`src/hw/rtl/fmr_pkg.sv`:
```
// Shared constants, register codes and control structs for the first-match replace stream.
package fmr_pkg;

  localparam int unsigned CHAR_W      = 8;
  localparam int unsigned PATTERN_MAX = 16;
  localparam int unsigned REPLACE_MAX = 16;
  localparam int unsigned LEN_W       = 5;
  localparam int unsigned POS_W       = 4;
  localparam int unsigned REG_W       = 64;
  localparam int unsigned CFG_IDX_W   = 3;
  localparam int unsigned BYTES_W     = 2 * REG_W;

  typedef enum logic [CFG_IDX_W-1:0] {
    CFG_PATTERN_LOW      = 3'd0,
    CFG_PATTERN_HIGH     = 3'd1,
    CFG_PATTERN_LENGTH   = 3'd2,
    CFG_REPLACEMENT_LOW  = 3'd3,
    CFG_REPLACEMENT_HIGH = 3'd4,
    CFG_REPLACEMENT_LEN  = 3'd5
  } cfg_reg_e;

  // Per-cell control: load the new character, or take the right neighbor's byte.
  typedef struct packed {
    logic shift;
    logic load;
  } cell_ctrl_t;

  // Window control: shift the whole row, and load the new character at one position.
  typedef struct packed {
    logic             shift;
    logic             load;
    logic [POS_W-1:0] pos;
  } win_ctrl_t;

  // Words still owed for one accepted character, in emission order.
  typedef struct packed {
    logic [LEN_W-1:0]  rep_a;
    logic              single_v;
    logic [CHAR_W-1:0] single_ch;
    logic [LEN_W-1:0]  rep_b;
    logic [LEN_W-1:0]  flush;
    logic              empty_v;
    logic              last;
  } job_t;

  // Clamp a length register to its capacity.
  function automatic logic [LEN_W-1:0] eff_len(logic [LEN_W-1:0] v, logic [LEN_W-1:0] cap);
    return (v > cap) ? cap : v;
  endfunction

endpackage

```
`src/hw/rtl/fmr_cell.sv`:
```
// One window cell: holds a byte, takes the new character or its neighbor, compares to the pattern.
module fmr_cell import fmr_pkg::*; (
  input  logic              clk_i,
  input  cell_ctrl_t        ctrl_i,
  input  logic [CHAR_W-1:0] ch_i,
  input  logic [CHAR_W-1:0] next_i,
  input  logic [CHAR_W-1:0] pat_i,
  output logic [CHAR_W-1:0] q_o,
  output logic              eq_o
);

  logic [CHAR_W-1:0] byte_d, byte_q;

  always_comb begin
    if (ctrl_i.load) begin
      byte_d = ch_i;
    end else if (ctrl_i.shift) begin
      byte_d = next_i;
    end else begin
      byte_d = byte_q;
    end
  end

  always_ff @(posedge clk_i) begin
    byte_q <= byte_d;
  end

  // Compare the value this cell holds after the edge.
  assign eq_o = (byte_d == pat_i);
  assign q_o  = byte_q;

endmodule

```
`src/hw/rtl/fmr_window.sv`:
```
// Row of window cells; entry 0 holds the oldest character and is the head of the row.
module fmr_window import fmr_pkg::*; (
  input  logic                   clk_i,
  input  win_ctrl_t              ctrl_i,
  input  logic [CHAR_W-1:0]      ch_i,
  input  logic [BYTES_W-1:0]     pattern_i,
  output logic [CHAR_W-1:0]      head_o,
  output logic [PATTERN_MAX-1:0] eq_o
);

  logic [CHAR_W-1:0] cell_q [PATTERN_MAX];

  for (genvar k = 0; k < PATTERN_MAX; k++) begin : g_cell
    cell_ctrl_t        cctrl;
    logic [CHAR_W-1:0] nbr;

    assign cctrl.shift = ctrl_i.shift;
    assign cctrl.load  = ctrl_i.load && (ctrl_i.pos == POS_W'(k));

    if (k == PATTERN_MAX - 1) begin : g_end
      assign nbr = '0;
    end else begin : g_mid
      assign nbr = cell_q[k+1];
    end

    fmr_cell u_cell (
      .clk_i  (clk_i),
      .ctrl_i (cctrl),
      .ch_i   (ch_i),
      .next_i (nbr),
      .pat_i  (pattern_i[k*CHAR_W +: CHAR_W]),
      .q_o    (cell_q[k]),
      .eq_o   (eq_o[k])
    );
  end

  assign head_o = cell_q[0];

endmodule

```
`src/hw/rtl/fmr_seq.sv`:
```
// Output sequencer: walks the owed words of one character and drives the output register.
module fmr_seq import fmr_pkg::*; (
  input  logic               clk_i,
  input  logic               rst_ni,
  input  logic               job_load_i,
  input  job_t               job_i,
  input  logic [BYTES_W-1:0] rep_i,
  input  logic [CHAR_W-1:0]  head_i,
  output logic               flush_shift_o,
  output logic               job_free_o,
  output logic               m_axis_tvalid_o,
  input  logic               m_axis_tready_i,
  output logic [CHAR_W-1:0]  m_axis_tdata_o, // out_char
  output logic               m_axis_tuser_o, // has_char
  output logic               m_axis_tlast_o  // out_last
);

  job_t              job_d, job_q, job_n;
  logic [POS_W-1:0]  idx_d, idx_q, idx_n;
  logic              go, busy, final_w;
  logic [CHAR_W-1:0] ch_w, rep_byte;
  logic              has_w;

  logic              vld_d, vld_q;
  logic [CHAR_W-1:0] chr_d, chr_q;
  logic              has_d, has_q, lst_d, lst_q;

  function automatic logic job_busy(job_t j);
    return (j.rep_a != '0) || j.single_v || (j.rep_b != '0) || (j.flush != '0) || j.empty_v;
  endfunction

  assign busy     = job_busy(job_q);
  assign go       = busy && (!vld_q || m_axis_tready_i);
  assign rep_byte = rep_i[idx_q*CHAR_W +: CHAR_W];

  always_comb begin
    job_n         = job_q;
    idx_n         = idx_q;
    ch_w          = '0;
    has_w         = 1'b0;
    flush_shift_o = 1'b0;
    if (go) begin
      if (job_q.rep_a != '0) begin
        ch_w       = rep_byte;
        has_w      = 1'b1;
        job_n.rep_a = job_q.rep_a - LEN_W'(1);
        idx_n      = idx_q + POS_W'(1);
      end else if (job_q.single_v) begin
        ch_w           = job_q.single_ch;
        has_w          = 1'b1;
        job_n.single_v = 1'b0;
      end else if (job_q.rep_b != '0) begin
        ch_w        = rep_byte;
        has_w       = 1'b1;
        job_n.rep_b = job_q.rep_b - LEN_W'(1);
        idx_n       = idx_q + POS_W'(1);
      end else if (job_q.flush != '0) begin
        ch_w          = head_i;
        has_w         = 1'b1;
        job_n.flush   = job_q.flush - LEN_W'(1);
        flush_shift_o = 1'b1;
      end else begin
        // empty end marker
        job_n.empty_v = 1'b0;
      end
    end
  end

  assign final_w    = go && !job_busy(job_n);
  assign job_free_o = !busy || final_w;

  always_comb begin
    if (job_load_i) begin
      job_d = job_i;
      idx_d = '0;
    end else begin
      job_d = job_n;
      idx_d = idx_n;
    end
  end

  always_comb begin
    vld_d = vld_q;
    chr_d = chr_q;
    has_d = has_q;
    lst_d = lst_q;
    if (go) begin
      vld_d = 1'b1;
      chr_d = ch_w;
      has_d = has_w;
      lst_d = job_q.last && final_w;
    end else if (m_axis_tready_i) begin
      vld_d = 1'b0;
    end
  end

  always_ff @(posedge clk_i or negedge rst_ni) begin
    if (!rst_ni) begin
      job_q <= '0;
      idx_q <= '0;
      vld_q <= 1'b0;
    end else begin
      job_q <= job_d;
      idx_q <= idx_d;
      vld_q <= vld_d;
    end
  end

  always_ff @(posedge clk_i) begin
    chr_q <= chr_d;
    has_q <= has_d;
    lst_q <= lst_d;
  end

  assign m_axis_tvalid_o = vld_q;
  assign m_axis_tdata_o  = chr_q;
  assign m_axis_tuser_o  = has_q;
  assign m_axis_tlast_o  = lst_q;

`ifndef SYNTHESIS
  a_load_when_free: assert property (@(posedge clk_i) disable iff (!rst_ni)
    job_load_i |-> job_free_o)
    else $error("job loaded while previous words still owed");

  a_one_burst: assert property (@(posedge clk_i) disable iff (!rst_ni)
    !((job_q.rep_a != '0) && (job_q.rep_b != '0)))
    else $error("both replacement bursts pending");

  a_empty_alone: assert property (@(posedge clk_i) disable iff (!rst_ni)
    job_q.empty_v |-> (job_q.last && !job_q.single_v && (job_q.rep_a == '0) &&
                       (job_q.rep_b == '0) && (job_q.flush == '0)))
    else $error("end marker pending beside other words");
`endif

endmodule

```
`src/hw/rtl/first_match_replace_stream.sv`:
```
// Top level: configuration registers, window update and match decision, output sequencing.
// A character's result words pass through the job register and then the output register.
// Throughput: one character per cycle while each character yields at most one word and the
// output is not stalled; a character yielding more words (replacement burst, final flush) holds the input.
// Reset: rst_ni clears control and config registers, window fill and match state at once; no clearing pass.
// Window bytes carry no reset: a byte is read only after it has been written.
module first_match_replace_stream import fmr_pkg::*; (
  input  logic                 clk_i,
  input  logic                 rst_ni,
  // configuration write port
  input  logic                 cfg_we_i,
  input  logic [CFG_IDX_W-1:0] cfg_idx_i,
  input  logic [REG_W-1:0]     cfg_wdata_i,
  // text in
  input  logic                 s_axis_tvalid_i,
  output logic                 s_axis_tready_o,
  input  logic [CHAR_W-1:0]    s_axis_tdata_i,  // text_char
  input  logic                 s_axis_tlast_i,  // text_last
  // rewritten text out
  output logic                 m_axis_tvalid_o,
  input  logic                 m_axis_tready_i,
  output logic [CHAR_W-1:0]    m_axis_tdata_o,  // out_char
  output logic                 m_axis_tuser_o,  // has_char
  output logic                 m_axis_tlast_o   // out_last
);

  // Configuration registers
  logic [REG_W-1:0] pat_lo_q, pat_hi_q, rep_lo_q, rep_hi_q;
  logic [LEN_W-1:0] pat_len_q, rep_len_q;

  always_ff @(posedge clk_i or negedge rst_ni) begin
    if (!rst_ni) begin
      pat_lo_q  <= '0;
      pat_hi_q  <= '0;
      pat_len_q <= '0;
      rep_lo_q  <= '0;
      rep_hi_q  <= '0;
      rep_len_q <= '0;
    end else if (cfg_we_i) begin
      unique case (cfg_idx_i)
        CFG_PATTERN_LOW:      pat_lo_q  <= cfg_wdata_i;
        CFG_PATTERN_HIGH:     pat_hi_q  <= cfg_wdata_i;
        CFG_PATTERN_LENGTH:   pat_len_q <= cfg_wdata_i[LEN_W-1:0];
        CFG_REPLACEMENT_LOW:  rep_lo_q  <= cfg_wdata_i;
        CFG_REPLACEMENT_HIGH: rep_hi_q  <= cfg_wdata_i;
        CFG_REPLACEMENT_LEN:  rep_len_q <= cfg_wdata_i[LEN_W-1:0];
        default: ;  // writes beyond the list are dropped
      endcase
    end
  end

  logic [LEN_W-1:0] plen, rlen;
  assign plen = eff_len(pat_len_q, LEN_W'(PATTERN_MAX));
  assign rlen = eff_len(rep_len_q, LEN_W'(REPLACE_MAX));

  // Text state
  logic [LEN_W-1:0] fill_d, fill_q;
  logic             done_d, done_q;
  logic             started_d, started_q;

  logic                   in_acc, free, flush_shift;
  logic                   do_pre, md, pop, wr, hit;
  logic [LEN_W-1:0]       fill_pop, fill_w;
  logic [CHAR_W-1:0]      head;
  logic [PATTERN_MAX-1:0] eq_v, mask;
  win_ctrl_t              wctrl;
  job_t                   job;

  assign s_axis_tready_o = free;
  assign in_acc          = s_axis_tvalid_i && free;

  // Empty pattern: insert the replacement ahead of the first character.
  assign do_pre = !done_q && !started_q && (plen == '0);
  assign md     = done_q || do_pre;

  // Drop the oldest byte once the window reaches the pattern length.
  assign pop      = !md && (fill_q != '0) && (fill_q >= plen);
  assign fill_pop = fill_q - LEN_W'(pop);
  assign wr       = !md && (fill_pop < LEN_W'(PATTERN_MAX));
  assign fill_w   = fill_pop + LEN_W'(wr);

  always_comb begin
    for (int k = 0; k < PATTERN_MAX; k++) begin
      mask[k] = (LEN_W'(k) < plen);
    end
  end

  // Compare only when the window holds exactly the pattern length.
  assign hit = !md && (plen != '0) && (fill_w == plen) && (&(eq_v | ~mask));

  assign wctrl.shift = (in_acc && pop) || flush_shift;
  assign wctrl.load  = in_acc && wr;
  assign wctrl.pos   = fill_pop[POS_W-1:0];

  always_comb begin
    job.rep_a     = do_pre ? rlen : '0;
    job.single_v  = md || pop;
    job.single_ch = md ? s_axis_tdata_i : head;
    job.rep_b     = hit ? rlen : '0;
    job.flush     = (s_axis_tlast_i && !hit && !md) ? fill_w : '0;
    job.last      = s_axis_tlast_i;
    job.empty_v   = s_axis_tlast_i && !job.single_v && (job.rep_a == '0) &&
                    (job.rep_b == '0) && (job.flush == '0);
  end

  always_comb begin
    fill_d    = fill_q;
    done_d    = done_q;
    started_d = started_q;
    if (in_acc) begin
      if (s_axis_tlast_i) begin
        // end of text: start the next one fresh
        fill_d    = '0;
        done_d    = 1'b0;
        started_d = 1'b0;
      end else begin
        fill_d    = (md || hit) ? '0 : fill_w;
        done_d    = md || hit;
        started_d = 1'b1;
      end
    end
  end

  always_ff @(posedge clk_i or negedge rst_ni) begin
    if (!rst_ni) begin
      fill_q    <= '0;
      done_q    <= 1'b0;
      started_q <= 1'b0;
    end else begin
      fill_q    <= fill_d;
      done_q    <= done_d;
      started_q <= started_d;
    end
  end

  fmr_window u_window (
    .clk_i     (clk_i),
    .ctrl_i    (wctrl),
    .ch_i      (s_axis_tdata_i),
    .pattern_i ({pat_hi_q, pat_lo_q}),
    .head_o    (head),
    .eq_o      (eq_v)
  );

  fmr_seq u_seq (
    .clk_i           (clk_i),
    .rst_ni          (rst_ni),
    .job_load_i      (in_acc),
    .job_i           (job),
    .rep_i           ({rep_hi_q, rep_lo_q}),
    .head_i          (head),
    .flush_shift_o   (flush_shift),
    .job_free_o      (free),
    .m_axis_tvalid_o (m_axis_tvalid_o),
    .m_axis_tready_i (m_axis_tready_i),
    .m_axis_tdata_o  (m_axis_tdata_o),
    .m_axis_tuser_o  (m_axis_tuser_o),
    .m_axis_tlast_o  (m_axis_tlast_o)
  );

`ifndef SYNTHESIS
  a_fill_bound: assert property (@(posedge clk_i) disable iff (!rst_ni)
    fill_q <= LEN_W'(PATTERN_MAX))
    else $error("window fill beyond capacity");

  a_done_empty: assert property (@(posedge clk_i) disable iff (!rst_ni)
    done_q |-> (fill_q == '0))
    else $error("window still holds bytes after the match");

  a_done_started: assert property (@(posedge clk_i) disable iff (!rst_ni)
    done_q |-> started_q)
    else $error("match recorded outside a text");
`endif

endmodule
```
`config.mk`:
```
export PLATFORM = sky130hd
export DESIGN_NAME = first_match_replace_stream
export DESIGN_NICKNAME = d
export VERILOG_FILES = /design/src/hw/rtl/fmr_pkg.sv /design/src/hw/rtl/fmr_cell.sv /design/src/hw/rtl/fmr_window.sv /design/src/hw/rtl/fmr_seq.sv /design/src/hw/rtl/first_match_replace_stream.sv
export SDC_FILE = /design/constraint.sdc
export NUM_CORES = 1
export LEC_CHECK = 0
export ABC_CLOCK_PERIOD_IN_PS = 11200
export BUFFER_PORTS_ARGS = -buffer_cell sky130_fd_sc_hd__buf_4
export CORE_UTILIZATION = 40
export CTS_CLUSTER_SIZE = 40
export DETAILED_ROUTE_END_ITERATION = 6
export GPL_TIMING_DRIVEN = 0
export HOLD_SLACK_MARGIN = 0.12
export SETUP_SLACK_MARGIN = 0.3
export SYNTH_ARGS = -nofsm -noshare
export SYNTH_HDL_FRONTEND = slang
export SYNTH_SLANG_ARGS = --single-unit
```
`constraint.sdc`:
```
create_clock -name clk_i -period 11.2 [get_ports clk_i]
set_input_delay 1.12 -clock clk_i [delete_from_list [all_inputs] [get_ports clk_i]]
set_output_delay 1.12 -clock clk_i [all_outputs]
set_load 0.02 [all_outputs]
```
After elaboration in Yosys (flattened, before gate mapping)
Cells that the tools add are included.

storage, ports and cells
  register bits = 442
  latch bits = 0
  bits in writable memories = 0
  ROM bits = 0
  input port bits = 81
  output and inout bits = 12
  memories = 0

operators by class
  $add $sub $neg = 6
  multiply operators = 0
  divide/modulo/power cells = 0
  order comparisons = 20
  equality and inequality tests = 38
  shift operators = 1
  multiplexer cells = 69
  bitwise gates (word level) = 2
  reduce and logical (&&, ||, !) cells = 84

operators with widths
  kind                   number
  $mux W8                37
  $eq A8 B8 Y1           16
  $shiftx A128 B8 Y8     1
  $mux W5                10
  $lt A4 B5 Y1 const A   8
  $reduce_bool A5 Y1     8
  $logic_and A1 B1 Y1    36
  $mux W11               3
  $eq A4 B4 Y1 const B   8
  $mux W26               1
  $logic_not A5 Y1       4
  $lt A3 B5 Y1 const A   4
  $mux W4                5
  $eq A4 B3 Y1 const B   4
  $not A16 Y16           1
  $or A16 B16 Y16        1
  $reduce_and A16 Y1     1
  $sub A5 B1 Y5 const B  3
  $logic_or A1 B1 Y1     14
  $mux W6                2
  $reduce_and A2 Y1      6
  $mux W1                11
  $gt A5 B5 Y1 const B   2
  $lt A1 B5 Y1 const A   2
  20 further kinds       32

Logic depth before layout (Yosys ltp)
Gate-level depths: netlist of run 1.

  depth after elaboration = 31
  depth in mapped cells = 28
  mapped depth without buffers = 26

By module
From an unflattened synthesis of run 1, not the netlist that was laid out.

second synthesis, totals
  cells, all modules = 2107
  area, all modules = 23750.3 um2

by module, submodules not included
  module                      times used  cells an instance  area each (um2)
  first_match_replace_stream  1           740                11094.4
  fmr_cell                    16          66                 578.1
  fmr_seq                     1           287                3285.7
  fmr_window                  1           24                 121.4

Worst setup path after synthesis of run 1
No wires, ideal clock.

  path kind = reg-to-reg
  start point = reg pat_len_q[4]
  end point = reg done_q
  setup time = 0.065 ns
  arrival time = 5.548 ns
  required time = 11.135 ns
  path slack = 5.587 ns
  cell stages (with the launch flop) = 27
  path through = dfrtp_1 clkbuf_1 clkinv_1 nand2_1 ha_1 a21oi_1 o21ai_0 a31oi_1 nor3_1 ha_1 ha_1 nor3b_1 xnor2_1 nand3b_1 or4_4 and2_1 buf_6 mux2i_2 xnor2_1 nor4_1 nand4_1 a31o_2 nor3_1 and3b_1 buf_6 buf_8 o221a_2

on the way
  longest elaborated chain between the ends = 20

ends and longest elaborated chain
  element                                                RTL line                           text
  start, declared                                        first_match_replace_stream.sv:29   logic [LEN_W-1:0] pat_len_q, rep_len_q;
  start signal, assigned                                 first_match_replace_stream.sv:43   CFG_PATTERN_LENGTH: pat_len_q <= cfg_wdata_i[LEN_W-1:0];
  $gt A5 B5 Y1                                           fmr_pkg.sv:48                      return (v > cap) ? cap : v;
  $mux W5 (*)                                            fmr_pkg.sv:48
  branches (longest 16 deep; another with $ge A5 B5 Y1)  n/a
  $logic_or A1 B1 Y1 (*)                                 first_match_replace_stream.sv:118  done_d = md || hit;
  $mux W1 (*)                                            first_match_replace_stream.sv:111  if (s_axis_tlast_i) begin
  end signal, assigned                                   first_match_replace_stream.sv:131  done_q <= done_d;
  end, declared                                          first_match_replace_stream.sv:58   logic done_d, done_q;

Mark *: on every way between the ends.
A chain may end at the register's enable or synchronous reset.

Final worst setup path of run 1
  start point = reg pat_len_q[4]
  end point = reg fill_q[0]

on the way
  longest elaborated chain between the ends = 21

ends and longest elaborated chain
  element                                                RTL line                           text
  $gt A5 B5 Y1                                           fmr_pkg.sv:48
  $mux W5 (*)                                            fmr_pkg.sv:48
  branches (longest 11 deep; another with $ge A5 B5 Y1)  n/a
  $mux W8 (*)                                            fmr_cell.sv:15                     if (ctrl_i.load) begin
  via u_window.g_cell[5].u_cell.byte_d[0]                fmr_cell.sv:12                     logic [CHAR_W-1:0] byte_d, byte_q;
  $eq A8 B8 Y1 (*)                                       fmr_cell.sv:29                     assign eq_o = (byte_d == pat_i);
  $or A16 B16 Y16 (*)                                    first_match_replace_stream.sv:89   assign hit = !md && (plen != '0) && (fill_w == plen) && (&(eq_v | ~mask));
  $reduce_and A16 Y1 (*)                                 first_match_replace_stream.sv:89
  $logic_and A1 B1 Y1 (*)                                first_match_replace_stream.sv:89
  $logic_or A1 B1 Y1 (*)                                 first_match_replace_stream.sv:117  fill_d = (md || hit) ? '0 : fill_w;
  $mux W5 (*)                                            first_match_replace_stream.sv:117
  $mux W5 (*)                                            first_match_replace_stream.sv:111
  end signal, assigned                                   first_match_replace_stream.sv:130  fill_q <= fill_d;
  end, declared                                          first_match_replace_stream.sv:57   logic [LEN_W-1:0] fill_d, fill_q;

Mark *: on every way through the listed nets, which the timed path passes.

==> impl_metrics.ini, run 1 <==
[timing]
slew_viol_final = 0
hold_viol = 0
rsz0062_at_grt = no
skew_ns = 0.0702
worst_pin_slew_ns = 1.44
min_period_over_period_pct = 83.2
relSlewSlack_pct = 3.55
fin_crit_ns = 9.32
clock.fmax_mhz = 107
final.setup.tns_ns = 0
setup_viol = 0

[power]
peakVddDrop_uv = 154
finalPower_w = 0.00524
p_per_area_nw_per_um2 = 201
p_leak_nw = 10.5

[finish]
final_common_cell = dfrtp_1
final_cell_area_um2 = 26100
multi_input_area_um2 = 11200
final_cell_mix = dfrtp_1 (304), mux2_2 (265), nor2_1 (130)
regArea_um2 = 10500
nets = 2333
areaGrowthSynthToFinish_pct = 15.3
num-fill-cells = 5147
drive_gt1_share_pct = 24.1

[setup_path]
required_ns = 11.62
crit_path_end_kind = flip-flop
r2r_end = fill_q[0]
rr_worst_depth = 27
timing.rr.start = pat_len_q[4]
startpoint_type = flip-flop
critical_path.max_fanout = 10
rrSetupSlack_ns = 1.88
crit_arrival_ns = 9.74
crit_type = flip-flop to flip-flop

[clock_network]
cts_sinks = 442
cts_resized = 0
cts_tree = built
clock_latency_ns = 0.64
cts-root-buf = clkbuf_16
path_clk_slew_ns = 0.06
ctsHoldBuffers = 0
clk_path_buf_depth = 3
h-tree-depth = 2
cts_inserted_buffers = 50
post_cts_buffers = 0

[global_routing]
grt_max_degree = 117
grtUsageTotal_pct = 30.8
grt_overflow = 0
grt_pass1_wl_mm = 127
antenna_found_initial = 7
first_global_vias = 18103

[logic_synthesis]
async_flop_share_pct = 68.8
ys_seq_area_share_pct = 46.3
synth_nets = 2192
ys_warn_count = 0
ys.flop_type = dfrtp_1
syn_inst = 2097
synth_area_um2 = 22600
synth-edff-count = 10
avgSynthCellArea_um2 = 10.8
synth_cell_types = 90
ys_ff_latch = 442

[placement]
gp_congestion = 1.03
dp_hpwl_mm = 66.4
postPlaceCellArea_um2 = 24300
portBuffers = 87

[floorplanning]
die_w_um = 240
start_util_pct = 40.8
fp.dieArea_um2 = 57500
core_area_um2 = 55400
rows = 86
fp.dieH_um = 240
ios = 93

[drt]
wl_per_cell_um = 29.2
vias = 18646
viasPerCell = 6.16
drtIter0Drc = 1965
drt_first_pass_iters = 5
wl_mm = 88.3
drc = 0
drtAntennaViolNets = 0

[hold_path]
hp-class = input port to async pin

[status]
status = completed

[job]
max_cap_viol_count = 0
power breakdown:
group | switching (W) | internal [W]
sequential | 0.000208 | 0.00187
clock | 0.000720 | 0.00107
combinational | 0.000762 | 0.000612
total | 0.00169 | 0.00355
per-layer routing:
metal  up-vias  wire length (µm)  track usage, %
li1       8081                 -               -
met1      9352             35600            39.7
met2       984             39700            47.9
met3       229              7680            6.66
met4         0              5320            17.3
met5         -                 0           0.346
flip-flops by register name (all words and copies together) (netlist names), 4 cells and up:
name / cells
pat_len_q: 5
rep_hi_q: 64
u_seq.job_n: 9
rep_lo_q: 64
u_seq.job_q: 17
u_window.g_cell.u_cell.q_o: 128
pat_hi_q: 64
rep_len_q: 5
u_seq.m_axis_tdata_o: 8
pat_lo_q: 64
u_seq.idx_q: 4
fill_q: 5
cells by family after synthesis:
group	share of synthesized area, %
simple gates	12.3
compound gates	13.5
flops	46.3
mux	18.4
buf+inv	4.19
xor+xnor	4.46
fa+ha+maj	0.775
synth_stat cells (26+ instances only):
library cell | count | area, µm²
dfrtp_1 | 304 | 7610
mux2_2 | 265 | 2980
nor2_1 | 130 | 488
dfxtp_1 | 128 | 2560
a21oi_1 | 126 | 631
clkbuf_1 | 99 | 372
nand2_1 | 84 | 315
nand3_1 | 71 | 355
xnor2_1 | 67 | 587
inv_1 | 66 | 248
a31oi_1 | 55 | 344
o21ai_0 | 55 | 275
xor2_1 | 48 | 420
a22o_1 | 42 | 368
nand4_1 | 42 | 263
mux4_2 | 40 | 901
nor3_1 | 36 | 180
and3_1 | 27 | 169
or3_1 | 26 | 163
critical path, stage by stage (launching register included):
cell and delay [ns]:
dfrtp_1 0.32, clkbuf_1 0.66, clkinv_1 0.83, nand2_1 0.32, ha_1 0.28, a21oi_1 0.13, o21ai_0 0.12, a31oi_1 0.57
nor3_1 0.26, ha_1 0.29, ha_1 0.22, nor3b_1 0.16, xnor2_1 0.40, nand4_1 0.41, or3_1 0.57, buf_1 0.26
and2_1 0.22, clkbuf_1 0.22, a31oi_1 0.42, xnor2_1 0.17, nand4_1 0.29, nor4_1 0.37, a41oi_1 0.24, nor3_1 0.66
and3b_1 0.29, buf_6 0.15, buf_8 0.14, o22ai_1 0.10
per-stage QoR:
stage	setup WS (ns)	hold WS (ns)	utilization, %	std cells
floorplan	5.59	0.456	-	2097
global placement	2.46	0.475	43.7	2932
detailed placement	2.45	0.485	43.8	2934
CTS	2.40	0.480	47.0	3028
global route	1.60	0.488	47.0	3028
finish	1.88	0.420	47.0	3029
final cells by class:
class	count	share of cell area, %
multi-input cells	1434	43.0
flip-flops and latches	442	40.2
clock buffers	66	5.34
well taps	748	3.59
repair buffers	89	2.75
plain buffers	152	2.64
clock inverters	28	1.54
inverters	69	0.994
diodes	1	0.00960
worst max-delay path by stage:
stage	start	to	slack, ns	cells past startpoint
3_3_place_gp	pat_len_q[4]	done_q	2.46	27
3_5_place_dp	pat_len_q[4]	fill_q[0]	2.45	27
4_1_cts	pat_len_q[4]	fill_q[0]	2.40	27
5_1_grt	pat_len_q[4]	fill_q[1]	1.60	27
2_1_floorplan	pat_len_q[4]	done_q	5.59	26
6_report	pat_len_q[4]	fill_q[0]	1.88	27
Power figures use the tool's default switching activity.
==> run 2, diff against run 1 <==
ABC_CLOCK_PERIOD_IN_PS = 8100   (was 11200)
clock period = 8.1 ns   (was 11.2 ns; I/O delays follow)
==> impl_metrics.ini, run 2 (synthesized netlist as in run 1, its figures left out) <==
[status]
status = completed

[clock_network]
clk_path_buf_depth = 3
cts_sinks = 442
cts_inserted_buffers = 50
clock_latency_ns = 0.63
ctsHoldBuffers = 0
cts_tree = built
path_clk_slew_ns = 0.06
h-tree-depth = 2
cts-root-buf = clkbuf_16

[global_routing]
grt_overflow = 0
grt_max_degree = 117
grtUsageTotal_pct = 30.9
antenna_found_initial = 6
grt_pass1_wl_mm = 127
first_global_vias = 18090

[timing]
hold_ws_ns = 0.117
rsz0062_at_grt = no
clock.fmax_mhz = 133
fin_crit_ns = 7.55
setup_viol = 0
min_period_over_period_pct = 93.2
skew_ns = 0.0666
worst_pin_slew_ns = 1.27
hold_viol = 0
relSlewSlack_pct = 15.3
slew_viol_final = 0
fin_ws_ns = 0.554

[drt]
wl_per_cell_um = 29.1
drtAntennaViolNets = 0
drc = 0
met2_length_mm = 39.8
drtIter0Drc = 2092
vias = 18751
wl_mm = 88.4
viasPerCell = 6.17
wl_met3_mm = 7.58
wl_met1_mm = 35.7
drt_first_pass_iters = 6
routed.top_layer = met4

[finish]
areaGrowthSynthToFinish_pct = 15.8
final_cell_mix = dfrtp_1 (304), mux2_2 (265), nor2_1 (130)
final_common_cell = dfrtp_1
drive_gt1_share_pct = 24.9
largest_register_ffs = 128
finalNonFillerCells = 3039
nets = 2343
num-fill-cells = 5148

[setup_path]
crit_path_start = pat_len_q[4]
critical_path.max_fanout = 10
crit_path_end_kind = flip-flop
crit_type = flip-flop to flip-flop
required_ns = 8.52
crit_arrival_ns = 7.97
timing.rr.start = pat_len_q[4]
startpoint_type = flip-flop

[floorplanning]
start_util_pct = 40.8
fp.dieArea_um2 = 57500
rows = 86
die_w_um = 240
core_area_um2 = 55400
ios = 93
fp.dieH_um = 240

[placement]
dp.cells = 2934
gp_congestion = 1.03
portBuffers = 87
dp_hpwl_mm = 66.4
preCtsSetupSlack_ns = -0.647

[power]
p_per_area_nw_per_um2 = 277
peakVddDrop_uv = 214
p_leak_nw = 10.6
finalPower_w = 0.00726

[hold_path]
hp-class = input port to async pin

[job]
max_cap_viol_count = 0
[run 2: worst max-delay path, cell delays in order (launching register included)]
cell,delay [ns]
dfrtp_1,0.36
clkbuf_2,0.31
inv_4,0.30
nand2_1,0.14
ha_1,0.32
nand2_1,0.05
o21ai_0,0.25
a31oi_2,0.24
nor3_2,0.39
ha_1,0.27
ha_1,0.20
nor3b_1,0.25
xnor2_1,0.28
nand4_1,0.32
or3_1,0.50
buf_1,0.23
and2_1,0.21
clkbuf_1,0.20
a31oi_1,0.35
xnor2_1,0.16
nand4_1,0.12
o21ai_1,0.55
and3_1,0.32
nand4_1,0.29
and3b_1,0.32
buf_6,0.15
buf_8,0.14
o22ai_1,0.10
[run 2: area by class of cell]
cell class | count | area (µm²) | share of cell area (%)
plain buffers | 152 | 692 | 2.64
diodes | 1 | 2.50 | 0.00956
repair buffers | 99 | 791 | 3.02
multi-input cells | 1434 | 11200 | 42.9
inverters | 69 | 262 | 0.999
clock inverters | 28 | 402 | 1.53
clock buffers | 66 | 1390 | 5.32
well taps | 748 | 936 | 3.58
flip-flops and latches | 442 | 10500 | 40.0
[run 2: final timing paths]
check	end	slack, ns	cells after the start
worst max-delay path	fill_q[0]	0.55	27
worst min-delay path	u_seq.job_q[23]	0.12	1
worst max register to register	fill_q[0]	0.55	27
worst min register to register	u_seq.job_n[15]	0.50	2
max in group asynchronous	rep_lo_q[32]	6.43	3
min in group clk_i	pat_lo_q[61]	0.46	2
[run 2: metrics by stage]
stage          util (%)  TNS [ns]  area [µm²]
2_1_floorplan         -         0       22600
3_3_place_gp       43.7     -9.26       24200
3_5_place_dp       43.8     -9.19       24300
4_1_cts            47.1         0       26100
5_1_grt            47.2         0       26200
6_report           47.2         0       26200
[run 2: layer usage]
layer | up-vias | global-route usage, %
met3 | 242 | 6.35
met2 | 1007 | 48.1
li1 | 8098 | -
met4 | 0 | 16.8
met1 | 9404 | 40.0
met5 | - | 0.346
[run 2: where the power goes]
group | leakage [nW] | switching [W] | internal, W | total (W)
Sequential | 4.80 | 0.000288 | 0.00258 | 0.00287
Clock | 0.866 | 0.000996 | 0.00148 | 0.00247
Combinational | 4.94 | 0.00106 | 0.000854 | 0.00192
Total | 10.6 | 0.00235 | 0.00491 | 0.00726
[run 2: timing repair]
action                                  CTS  global route
pin swaps                                 0             5
setup buffers                             0            10
endpoints found under the setup margin   17            17
hold endpoints to repair                  0             0
gates resized for setup                   8             4
==> run 3, diff against run 2 <==
ABC_AREA = 1   (was default)
TNS_END_PERCENT = 50   (was default)
==> impl_metrics.ini, run 3 <==
[placement]
portBuffers = 86
postPlaceCellArea_um2 = 25300
dp_hpwl_mm = 70.3
gp_congestion = 0.979

[drt]
drc = 0
wl_per_cell_um = 22.1
drt_first_pass_iters = 6
wl_mm = 95.2
viasPerCell = 5.43
vias = 23438
drtIter0Drc = 2468
drtAntennaViolNets = 0

[timing]
relSlewSlack_pct = 5.03
hold_ws_ns = 0.145
hold_viol = 0
slew_viol_final = 0
skew_ns = 0.0203
worst_pin_slew_ns = 1.42
clock.fmax_mhz = 156
setup_viol = 0
final.setup.tns_ns = 0
rsz0062_at_grt = no
min_period_over_period_pct = 79.1
fin_crit_ns = 6.41

[setup_path]
rr_worst_depth = 33
critical_path.max_fanout = 8
rrSetupSlack_ns = 1.69
crit_top_cell = nand2_1
cpMaxStageDelayCell = nor2_1
crit_arrival_ns = 6.90
required_ns = 8.60
crit_type = flip-flop to flip-flop
startpoint_type = flip-flop
max_stage_delay_ns = 0.63
r2r_end = u_seq.job_q[1]
cp-endpoint = u_seq.job_q[1]
crit_path_end_kind = flip-flop
timing.rr.start = pat_len_q[2]
crit_path_start = pat_len_q[2]

[power]
power_frac_seq_pct = 37.8
p_per_area_nw_per_um2 = 308
intPower_w = 0.00507
peakVddDrop_uv = 169
combPwrFrac_pct = 33.6
p_sw_w = 0.00323
power.share.switching_pct = 38.9
p_leak_nw = 13.8
clock_power_share_pct = 28.5

[floorplanning]
ios = 93
die_w_um = 245
start_util_pct = 40.7
fp.dieArea_um2 = 60000
core_area_um2 = 58000
rows = 88
fp.dieH_um = 245

[logic_synthesis]
synth_area_leader_cell = dfrtp_1
synth_common_cells = nand2_1 (1225), o21ai_0 (376), inv_1 (367)
ys_ff_latch = 442
avgSynthCellArea_um2 = 7.01
synth_cell_types = 51
ys_seq_area_share_pct = 44.3
ys_warn_count = 0
synth_area_um2 = 23600
synth_nets = 3461
synth_top_area_share_pct = 32.2
syn_inst = 3366
synth-edff-count = 10
ys.flop_type = dfrtp_1
ys_top_cells_by_area = dfrtp_1 (32%), nand2_1 (19%), dfxtp_1 (11%), o21ai_0 (8.0%), nand3_1 (6.9%)
async_flop_share_pct = 68.8
yosysMostFrequentCell = nand2_1

[global_routing]
grt_pass1_wl_mm = 140
antenna_found_initial = 5
grt_max_degree = 117
grt_overflow = 0
grtUsageTotal_pct = 31.7
first_global_vias = 22037

[clock_network]
clock_latency_ns = 0.62
post_cts_buffers = 0
cts_tree = built
path_clk_slew_ns = 0.06
ctsHoldBuffers = 0
clk_path_buf_depth = 3
cts_inserted_buffers = 51
h-tree-depth = 2
cts_sinks = 442
cts-root-buf = clkbuf_16
cts_resized = 0

[finish]
final_cell_area_um2 = 27000
nets = 3602
final_cell_mix = nand2_1 (1225), o21ai_0 (376), inv_1 (367)
areaGrowthSynthToFinish_pct = 14.2
drive_gt1_share_pct = 7.30
largest_register_ffs = 128
final_common_cell = nand2_1

[hold_path]
hp-class = input port to async pin

[status]
status = completed

[job]
max_cap_viol_count = 0
==> run 3: power by group through the flow <==
| stage | logic, W | clock network, W | registers (W) |
|---|---|---|---|
| after floorplan | 0.00190 | 0 | 0.00303 |
| after global placement | 0.00273 | 0 | 0.00315 |
| after detailed placement | 0.00273 | 0 | 0.00316 |
| after CTS | 0.00275 | 0.00239 | 0.00312 |
| after global routing | 0.00312 | 0.00248 | 0.00319 |
| final | 0.00279 | 0.00237 | 0.00314 |
==> run 3: routing by layer <==
metal / vias up / routed length (µm) / track usage (%)
li1: 11050 / - / -
met1: 11141 / 39200 / 41.3
met2: 1002 / 43100 / 50.5
met3: 245 / 7220 / 4.68
met4: 0 / 5660 / 17.6
met5: - / 0 / 0
==> run 3: layout make-up <==
class | instances | area, µm²
fillers | 6033 | 31100
inverters | 400 | 1510
multi-input cells | 2381 | 11000
repair buffers | 88 | 708
clock inverters | 20 | 205
plain buffers | 143 | 641
diodes | 1 | 2.50
clock buffers | 74 | 1480
flip-flops and latches | 442 | 10500
well taps | 765 | 957
==> run 3: kinds of logic (layout without fill, tap and decap cells) <==
kind of cell | after synthesis | in the layout | synth area share, %
and+or+nand+nor | 1876 | 1876 | 34.3
xor gates and xnor gates | 11 | 11 | 0.408
DFF | 442 | 442 | 44.3
AOI/OAI and AO/OA | 480 | 480 | 11.1
adders and majority gates | 14 | 14 | 0.742
buffers and inverters | 543 | 725 | 9.09
other | 0 | 1 | 0
==> run 3: worst min-delay path by stage <==
stage	startpoint	to	slack, ns
after floorplan	rep_hi_q[16]	rep_hi_q[16]	0.45
after global placement	rep_hi_q[19]	rep_hi_q[19]	0.46
after CTS	rst_ni	pat_lo_q[60]	0.18
final	rst_ni	pat_lo_q[60]	0.15
after detailed placement	rep_hi_q[40]	rep_hi_q[40]	0.47
after global routing	rst_ni	pat_lo_q[60]	0.20
==> run 3: per-stage QoR <==
step / std cells / setup slack (ns) / power [W] / utilization, %
after floorplan: 3366 / 3.30 / 0.00493 / -
after global placement: 4217 / 1.93 / 0.00588 / 43.5
after detailed placement: 4219 / 1.89 / 0.00589 / 43.6
after CTS: 4313 / 1.83 / 0.00825 / 46.5
after global routing: 4313 / 1.21 / 0.00878 / 46.5
final: 4314 / 1.69 / 0.00829 / 46.5
==> run 3: worst max-delay path: cells and delay by family, from the launching register on <==
| family | cells | cell delay [ns] |
|---|---|---|
| AO/OA/AOI/OAI | 6 | 1.17 |
| adder cells (fa/ha/maj) | 3 | 0.80 |
| buffers and inverters | 2 | 0.13 |
| flip-flops | 1 | 0.46 |
| AND/OR/NAND/NOR | 22 | 3.73 |
